File: src/sv/bma_pkg.sv
// Package for the bit-manipulation ALU: operation codes and the beat types
// of the input and result channels. Depends on nothing.
`default_nettype none

package bma_pkg;

  localparam logic [4:0] CMD_ANDN   = 5'd0;
  localparam logic [4:0] CMD_ORN    = 5'd1;
  localparam logic [4:0] CMD_XNOR   = 5'd2;
  localparam logic [4:0] CMD_CLZ    = 5'd3;
  localparam logic [4:0] CMD_CLZW   = 5'd4;
  localparam logic [4:0] CMD_CTZ    = 5'd5;
  localparam logic [4:0] CMD_CTZW   = 5'd6;
  localparam logic [4:0] CMD_CPOP   = 5'd7;
  localparam logic [4:0] CMD_CPOPW  = 5'd8;
  localparam logic [4:0] CMD_MAX    = 5'd9;
  localparam logic [4:0] CMD_MAXU   = 5'd10;
  localparam logic [4:0] CMD_MIN    = 5'd11;
  localparam logic [4:0] CMD_MINU   = 5'd12;
  localparam logic [4:0] CMD_ORC_B  = 5'd13;
  localparam logic [4:0] CMD_REV8   = 5'd14;
  localparam logic [4:0] CMD_ROL    = 5'd15;
  localparam logic [4:0] CMD_ROLW   = 5'd16;
  localparam logic [4:0] CMD_ROR    = 5'd17;
  localparam logic [4:0] CMD_RORW   = 5'd18;
  localparam logic [4:0] CMD_SEXT_B = 5'd19;
  localparam logic [4:0] CMD_SEXT_H = 5'd20;
  localparam logic [4:0] CMD_ZEXT_H = 5'd21;

  typedef struct packed {
    logic [4:0]  cmd;
    logic [63:0] operand_a;
    logic [63:0] operand_b;
  } in_beat_t;

  typedef struct packed {
    logic [63:0] result_value;
    logic        illegal_op;
  } out_beat_t;

endpackage

`default_nettype wire

File: src/sv/bma_compute.sv
// Combinational datapath of the bit-manipulation ALU: one operation on a
// registered input beat at the configured register width. Uses bma_pkg.
`default_nettype none

module bma_compute (
  input  bma_pkg::in_beat_t  beat_i,
  input  logic               wide_i,
  output bma_pkg::out_beat_t beat_o
);
  import bma_pkg::*;

  function automatic logic [6:0] tz65(input logic [64:0] v);
    logic [64:0] iso;
    logic [6:0]  idx;
    iso = v & (~v + 65'd1);
    idx = '0;
    for (int i = 0; i < 65; i++) begin
      if (iso[i]) idx = idx | 7'(i);
    end
    return idx;
  endfunction

  function automatic logic [6:0] pop64(input logic [63:0] x);
    logic [3:0] bc [8];
    logic [6:0] sum;
    sum = '0;
    for (int k = 0; k < 8; k++) begin
      bc[k] = '0;
      for (int j = 0; j < 8; j++) begin
        bc[k] = bc[k] + 4'(x[8*k+j]);
      end
    end
    for (int k = 0; k < 8; k++) begin
      sum = sum + 7'(bc[k]);
    end
    return sum;
  endfunction

  logic [63:0]  m, a, b, r_raw;
  logic [31:0]  a32, rev32, bswap32, rol32, ror32;
  logic [63:0]  rev64, bswap64, rol64, ror64, orc;
  logic [127:0] dl64, dr64;
  logic [63:0]  dl32, dr32;
  logic [6:0]   clz_n, clzw_n, ctz_n, ctzw_n, cpop_n, cpopw_n;
  logic         lt_s, lt_u, illegal;

  assign m   = wide_i ? {64{1'b1}} : {32'b0, {32{1'b1}}};
  assign a   = beat_i.operand_a & m;
  assign b   = beat_i.operand_b & m;
  assign a32 = beat_i.operand_a[31:0];

  always_comb begin
    for (int i = 0; i < 64; i++) rev64[i] = a[63-i];
    for (int i = 0; i < 32; i++) rev32[i] = a32[31-i];
    for (int k = 0; k < 8; k++) begin
      bswap64[8*k +: 8] = a[8*(7-k) +: 8];
      orc[8*k +: 8]     = {8{|a[8*k +: 8]}};
    end
    for (int k = 0; k < 4; k++) bswap32[8*k +: 8] = a32[8*(3-k) +: 8];
  end

  assign clz_n   = wide_i ? tz65({1'b1, rev64}) : tz65({33'd1, rev32});
  assign clzw_n  = tz65({33'd1, rev32});
  assign ctz_n   = wide_i ? tz65({1'b1, a}) : tz65({33'd1, a32});
  assign ctzw_n  = tz65({33'd1, a32});
  assign cpop_n  = pop64(a);
  assign cpopw_n = pop64({32'b0, a32});

  assign dl64  = {a, a} << beat_i.operand_b[5:0];
  assign dr64  = {a, a} >> beat_i.operand_b[5:0];
  assign dl32  = {a32, a32} << beat_i.operand_b[4:0];
  assign dr32  = {a32, a32} >> beat_i.operand_b[4:0];
  assign rol64 = dl64[127:64];
  assign ror64 = dr64[63:0];
  assign rol32 = dl32[63:32];
  assign ror32 = dr32[31:0];

  assign lt_u = a < b;
  assign lt_s = wide_i ? ($signed(a) < $signed(b))
                       : ($signed(a[31:0]) < $signed(b[31:0]));

  always_comb begin
    illegal = (beat_i.cmd > CMD_ZEXT_H) ||
              (!wide_i && (beat_i.cmd inside {CMD_CLZW, CMD_CTZW, CMD_CPOPW,
                                              CMD_ROLW, CMD_RORW}));
    case (beat_i.cmd)
      CMD_ANDN:   r_raw = a & ~b;
      CMD_ORN:    r_raw = a | ~b;
      CMD_XNOR:   r_raw = ~(a ^ b);
      CMD_CLZ:    r_raw = {57'b0, clz_n};
      CMD_CLZW:   r_raw = {57'b0, clzw_n};
      CMD_CTZ:    r_raw = {57'b0, ctz_n};
      CMD_CTZW:   r_raw = {57'b0, ctzw_n};
      CMD_CPOP:   r_raw = {57'b0, cpop_n};
      CMD_CPOPW:  r_raw = {57'b0, cpopw_n};
      CMD_MAX:    r_raw = lt_s ? b : a;
      CMD_MAXU:   r_raw = lt_u ? b : a;
      CMD_MIN:    r_raw = lt_s ? a : b;
      CMD_MINU:   r_raw = lt_u ? a : b;
      CMD_ORC_B:  r_raw = orc;
      CMD_REV8:   r_raw = wide_i ? bswap64 : {32'b0, bswap32};
      CMD_ROL:    r_raw = wide_i ? rol64 : {32'b0, rol32};
      CMD_ROLW:   r_raw = {{32{rol32[31]}}, rol32};
      CMD_ROR:    r_raw = wide_i ? ror64 : {32'b0, ror32};
      CMD_RORW:   r_raw = {{32{ror32[31]}}, ror32};
      CMD_SEXT_B: r_raw = {{56{a[7]}}, a[7:0]};
      CMD_SEXT_H: r_raw = {{48{a[15]}}, a[15:0]};
      CMD_ZEXT_H: r_raw = {48'b0, a[15:0]};
      default:    r_raw = '0;
    endcase
    beat_o.illegal_op   = illegal;
    beat_o.result_value = illegal ? 64'b0 : (r_raw & m);
  end

endmodule

`default_nettype wire

File: src/sv/bitmanip_basic_alu.sv
// Top level of the bit-manipulation ALU: input register, datapath and result
// register, plus the register-width setting. Uses bma_pkg and bma_compute.
//
// Usage: drive in_beat and raise start; a beat is taken at each rising edge
// where start is high and busy is low. Busy is low in every cycle outside
// reset, so a new beat can be issued every cycle.
// Each beat produces one result beat on out_beat, marked by out_valid for
// exactly one cycle, once the beat has passed the input register and then
// the result register, with the whole operation done in the logic between
// them; throughput is one beat per cycle. The receiver cannot stall: each
// result must be taken in the cycle it is shown.
// cfg_we with cfg_wdata sets the register width (0: 32-bit, 1: 64-bit);
// write it only while no beat is in flight.
// Synchronous reset empties the pipeline, drops out_valid and selects
// 64-bit width; busy is high while rst_n is low.
`default_nettype none

module bitmanip_basic_alu (
  input  logic               clk,
  input  logic               rst_n,
  input  logic               start,
  output logic               busy,
  input  bma_pkg::in_beat_t  in_beat,
  output logic               out_valid,
  output bma_pkg::out_beat_t out_beat,
  input  logic               cfg_we,
  input  logic               cfg_wdata
);
  import bma_pkg::*;

  logic      wide_mode_r;
  logic      in_valid_r;
  in_beat_t  in_beat_r;
  logic      out_valid_r;
  out_beat_t out_beat_r;
  out_beat_t out_beat_nxt;

  assign busy = !rst_n;

  bma_compute u_compute (
    .beat_i (in_beat_r),
    .wide_i (wide_mode_r),
    .beat_o (out_beat_nxt)
  );

  always_ff @(posedge clk) begin
    if (!rst_n) begin
      wide_mode_r <= 1'b1;
      in_valid_r  <= 1'b0;
      out_valid_r <= 1'b0;
    end else begin
      if (cfg_we) wide_mode_r <= cfg_wdata;
      in_valid_r  <= start && !busy;
      out_valid_r <= in_valid_r;
    end
  end

  always_ff @(posedge clk) begin
    if (start && !busy) in_beat_r <= in_beat;
    if (in_valid_r) out_beat_r <= out_beat_nxt;
  end

  assign out_valid = out_valid_r;
  assign out_beat  = out_beat_r;

endmodule

`default_nettype wire

File: config.mk
export PLATFORM = sky130hd
export DESIGN_NAME = bitmanip_basic_alu
export DESIGN_NICKNAME = d
export VERILOG_FILES = /design/src/sv/bma_pkg.sv /design/src/sv/bma_compute.sv /design/src/sv/bitmanip_basic_alu.sv
export SDC_FILE = /design/constraint.sdc
export NUM_CORES = 2
export LEC_CHECK = 0
export ABC_AREA = 1
export BUFFER_PORTS_ARGS = -buffer_cell sky130_fd_sc_hd__buf_2
export CAP_MARGIN = 20
export CELL_PAD_IN_SITES_DETAIL_PLACEMENT = 2
export CELL_PAD_IN_SITES_GLOBAL_PLACEMENT = 2
export CORE_AREA = 2 2 301 452
export DETAILED_ROUTE_END_ITERATION = 6
export DIE_AREA = 0 0 303 454
export PLACE_DENSITY_LB_ADDON = 0.1
export RECOVER_POWER = 25
export SLEW_MARGIN = 10
export SYNTH_ARGS = -nofsm -noshare
export SYNTH_HDL_FRONTEND = slang
export SYNTH_HIERARCHICAL = 1
export SYNTH_SLANG_ARGS = --single-unit
File: constraint.sdc
create_clock -name clk -period 18.9 [get_ports clk]
set_input_delay 2.835 -clock clk [delete_from_list [all_inputs] [get_ports clk]]
set_output_delay 2.835 -clock clk [all_outputs]
set_load 0.01 [all_outputs]
* Word level (Yosys, flattened, before mapping)
Cells that the tools add are included.
Cells by class: $add $sub $neg 98, magnitude comparators 4, eq/ne operators 22, shifts and indexed selects 4, mux-type cells 270, bitwise operators 16, reductions and logical operators 15
Operators with widths (number):
- case mux 64 bit (22 select lines) | 1
- 2-to-1 mux 6 bit | 128
- 2-to-1 mux 64 bit | 8
- 2-to-1 mux 5 bit | 64
- adder 4 x 1 -> 4 bit | 72
- adder 65 x 1 -> 65 bit (second input constant) | 4
- AND 64 bit | 4
- AND 33 x 65 -> 65 bit | 2
- AND 65 bit | 2
- NOT 33 -> 65 bit | 2
- NOT 65 bit | 2
- less-than comparator 64 bit | 2
- 2-to-1 mux 4 bit | 32
- NOT 64 bit | 2
- << shifter 128 x 6 -> 128 bit | 1
- right shift 128 x 6 -> 64 bit | 1
- bitwise OR 64 bit | 1
- OR reduction 8 bit | 8
- << shifter 64 x 5 -> 64 bit | 1
- right shift 64 x 5 -> 32 bit | 1
- XOR 64 bit | 1
- adder 7 x 4 -> 7 bit | 8
- 2-to-1 mux 3 bit | 16
- 2-to-1 mux 7 bit | 6
- other kinds (17) | 60
Storage, ports and cells: bits in registers 201, input port bits 138, output and inout port bits 67, word-level logic and storage cells 437

* Depth between registers and ports, before layout
word-level depth 72, gate-level depth with buffers 36

* Modules after synthesis
The synthesis kept the hierarchy.
By module, submodules not included:
- bma_compute | times used 1, cells an instance 5457, area an instance 27198.6 um^2
- bitmanip_basic_alu | times used 1, cells an instance 211, area an instance 6047.0 um^2

* Least setup slack after synthesis
No wires, ideal clock.
kind reg2reg, from register wide_mode_r, to register out_beat_r, in the netlist out_beat[5] (data pin), setup time 0.253 ns, data arrival time 6.558 ns, setup slack 12.089 ns, stages on the path, launching flop included 35, path buffers 3, period minus slack after synthesis 6.811 ns, cells stage by stage dfxtp_1 > buf_6 > buf_8 > nand2_1 > buf_4 > inv_1 > fa_1 > inv_1 > fa_1 > fa_1 > inv_1 > fa_1 > inv_1 > fa_1 > fa_1 > fa_1 > fa_1 > inv_1 > ha_1 > fa_1 > nand3_1 > nand3_1 > nor2_1 > nor2_1 > o21bai_1 > nor2_1 > nand2_1 > nor2_1 > nand2_1 > nor2_1 > nand3_1 > nor2_1 > nand4_1 > nor2_1 > nor2_1
Between the ends: word-level cells in the longest chain between the ends 57, elaborated cells on any way between the ends 126
Ends and longest elaborated chain:
- start: declaration | line bitmanip_basic_alu.sv:31 | logic wide_mode_r;
- start signal: assignment | line bitmanip_basic_alu.sv:52 | if (cfg_we) wide_mode_r <= cfg_wdata;
- 2-to-1 mux 64 bit | line bma_compute.sv:47 | assign m = wide_i ? {64{1'b1}} : {32'b0, {32{1'b1}}};
- AND 64 bit | line bma_compute.sv:48 | assign a = beat_i.operand_a & m;
- NOT 65 bit | line bma_compute.sv:15 | iso = v & (~v + 65'd1);
- adder 65 x 1 -> 65 bit | line bma_compute.sv:15
- AND 65 bit | line bma_compute.sv:15
- 2-to-1 mux 5 bit (16 in series) | line bma_compute.sv:18 | if (iso[i]) idx = idx | 7'(i);
- 2-to-1 mux 6 bit (32 in series) | line bma_compute.sv:18
- 2-to-1 mux 7 bit | line bma_compute.sv:18
- 2-to-1 mux 7 bit | line bma_compute.sv:62 | assign clz_n = wide_i ? tz65({1'b1, rev64}) : tz65({33'd1, rev32});
- case mux 64 bit (22 select lines) | line bma_compute.sv:86 | case (beat_i.cmd)
- AND 64 bit | line bma_compute.sv:112 | beat_o.result_value = illegal ? 64'b0 : (r_raw & m);
- end signal: assignment | line bitmanip_basic_alu.sv:60 | if (in_valid_r) out_beat_r <= out_beat_nxt;
- end: declaration | line bitmanip_basic_alu.sv:35 | out_beat_t out_beat_r;
Parallel ways exist; a longest one is shown, timed or not. A chain may end at the register's enable or synchronous reset.

* Worst setup path after layout
Same ends and word-level chain as after synthesis.

==> run_results.csv <==
group,metric,value,unit
synth,ys_ff_latch,201,
synth,post-synth-top-count-cell,"nand2_1",
synth,synth_area_per_cell,5.87,um^2
placement,place_ws,9.92,ns
floorplanning,die_w,303,um
flow_run,maxCapViolCount,2,
floorplanning,io_pins,205,
floorplanning,coreArea,0.134,mm^2
hold_path,min_path_type,"reg -> reg",
worst_setup_path,start_kind,"flop",
global_routing,antenna_found_initial,26,
sta,clock.fmax,109,MHz
floorplanning,fp.dieH,454,um
worst_setup_path,cp_slowest_cell,"buf_4",
floorplanning,initial_utilization,0.248,
power_and_ir_drop,pwr-share-seq,0.150,
power_and_ir_drop,peakVddDrop,0.000213,V
placement,dpl.cell_count,7424,
sta,setup_viol_count_final,0,
layout,drive_above_1_share,0.0905,
worst_setup_path,crit_path_max_fanout,46,
cts,numCtsBuffers,29,
route,dr.first_iter.drc_count,3973,
sta,tightest_slew,3.68,ns
power_and_ir_drop,pwr-share-comb,0.697,
outcome,violations,"design-rule violations, max-capacitance violations, max-slew violations",
cts,clk_pin_slew,0.08,ns
placement,hpwlAfterDp,234,mm
cts,cts_tree,"yes",
synth,synth_top_area_share,0.197,
layout,fillers,16800,
cts,postCtsHoldBufs,0,
layout,fin_cells,7494,
sta,drv_slew,69,
worst_setup_path,crit_required,19.34,ns
worst_setup_path,cpPeakStageDelay,0.66,ns
route,wl_met2,138,mm
synth,synth.distinct_cells,57,
route,wl_met1,108,mm
synth,synthFlopType,"edfxtp_1",
cts,cts_max_path_buffers,3,
sta,fin_crit,9.16,ns
sta,rsz0062_at_grt,"false",
power_and_ir_drop,power_frac_clock,0.153,
worst_setup_path,end_kind,"flop",
sta,max_slew_margin,-1.45,
global_routing,grt_pass1_wl,394,mm
cts,post-cts-setup-buffer-count,0,
sta,finalHoldViolCount,0,
synth,synth_commonest_cells,"nand2_1, nand3_1, nor2_1",
power_and_ir_drop,switching_share,0.562,
route,vias,44800,
route,wl,294,mm
layout,final-seq-area,0.00601,mm^2
global_routing,grt_pass1_vias,46100,
layout,final_nets,6072,
placement,dpl_cell_area,0.0361,mm^2
global_routing,grt_overflow,0,
sta,fin_crit_sh,0.484,
cts,cts_root_buf,"clkbuf_16",
layout,multi_input_area,0.0241,mm^2
synth,syn_area,0.0332,mm^2
route,drc,40,
layout,final_area,0.0370,mm^2
floorplanning,die_area,0.138,mm^2
route,highest_layer,"met5",
synth,synth_edf_count,198,
route,dr_wl_met3,18.3,mm
power_and_ir_drop,leakage,17.7,nW
power_and_ir_drop,p_int,1.68,mW
synth,syn_inst,5668,
route,wire_per_inst,39.3,um
cts,cts_resized,0,
placement,io_buffers,204,
outcome,status,"complete, but fails checks",
synth,yosys_warnings,6,
synth,syn-num-nets,6037,
worst_setup_path,cp_common_cell,"fa_1",
synth,synth_top_area_cell,"nand2_1",
synth,synth.area.top_cells,"nand2_1, edfxtp_1, nand3_1",
floorplanning,std_cell_rows,165,
cts,clk_latency,0.71,ns
worst_setup_path,arrival,9.60,ns
power_and_ir_drop,powerDensity,104,mW/mm^2
cts,h-tree-depth,1,
global_routing,grt_max_degree,127,
sta,fin_ws,9.74,ns
synth,synth-seq-area-share,0.181,
sta,finClkSkew,0.0424,ns
cts,clock_sinks,201,
global_routing,track_usage,0.419,
sta,hold_ws,0.790,ns
route,firstDrtPassIters,7,
synth,async_reset_ff_frac,0,
placement,gp_congestion,1.02,
route,ant_nets,0,
worst_setup_path,criticalPathCategory,"reg -> reg",
sta,tns,0,ns
layout,syn2layout_area_growth,11.4,%
route,via_per_inst,5.97,
power_and_ir_drop,power_switching,2.16,mW
==> worst max-delay path, delay by kind of cell, from the launching register on <==
kind                     cells  cell delay (ns)
AO/OA/AOI/OAI                1             0.15
adder cells (fa/ha/maj)     10             4.51
buffers and inverters        7             1.79
flip-flops                   1             0.56
AND/OR/NAND/NOR             15             1.82
==> cell type report <==
cell class | count | area share
multi-input combinational | 4686 | 0.651
inverter | 438 | 0.0449
clock inverter | 23 | 0.00513
sequential | 201 | 0.162
clock buffer | 30 | 0.0197
tap | 1753 | 0.0592
timing repair buffer | 347 | 0.0570
antenna | 16 | 0.00108
==> cell usage in the layout (no fill, tap or decap), types with 125 or more instances in the layout <==
| master | count |
|---|---|
| a21oi_1 | 185 |
| nand2_1 | 1740 |
| inv_1 | 417 |
| nor2_1 | 663 |
| nand3_1 | 1117 |
| ha_1 | 153 |
| buf_2 | 202 |
| o211ai_1 | 188 |
| buf_4 | 139 |
| edfxtp_1 | 198 |
| o21ai_0 | 125 |
==> through the flow <==
| step | total power [mW] | utilization |
|---|---|---|
| 2_1_floorplan | 2.23 | - |
| 3_3_place_gp | 3.16 | 0.269 |
| 3_5_place_dp | 3.20 | 0.269 |
| 4_1_cts | 3.81 | 0.276 |
| 5_1_grt | 4.11 | 0.276 |
| 6_report | 3.84 | 0.276 |
==> path summary, 6_finish.rpt <==
check                   start            to  slack [ns]  cells past startpoint
setup / recovery  wide_mode_r   out_beat[5]        9.74                     33
hold / removal    wide_mode_r  out_beat[43]        0.79                      2
setup reg to reg  wide_mode_r   out_beat[5]        9.74                     33
hold reg to reg   wide_mode_r  out_beat[43]        0.79                      2
==> cell families (layout without fill, tap and decap cells) <==
kind of cell	count (synthesis)	in the layout	synth area share
adders and majority gates	231	231	0.105
DFF	201	201	0.181
other	0	16	0
AOI/OAI and AO/OA	672	672	0.127
buffers and inverters	781	838	0.0985
and+or+nand+nor	3781	3781	0.489
xor gates and xnor gates	2	2	0.000527
==> flip-flops by register name (all words and copies together), names as in the netlist <==
signal / count
in_beat_r: 133
out_valid: 1
out_beat: 65
wide_mode_r: 1
in_valid_r: 1
==> per-layer routing <==
metal,GRT usage,vias up
met5,0,-
met4,0.351,18
met3,0.0729,804
met2,0.692,1975
met1,0.465,22900
li1,-,19100
==> power by group through the flow <==
| stage | logic (mW) | clock network [mW] | registers [mW] |
|---|---|---|---|
| 2_1_floorplan | 1.66 | 0 | 0.573 |
| 3_3_place_gp | 2.58 | 0 | 0.582 |
| 3_5_place_dp | 2.62 | 0 | 0.582 |
| 4_1_cts | 2.64 | 0.599 | 0.574 |
| 5_1_grt | 2.92 | 0.608 | 0.576 |
| 6_report | 2.68 | 0.586 | 0.575 |
(Power assumes the default switching activity.)
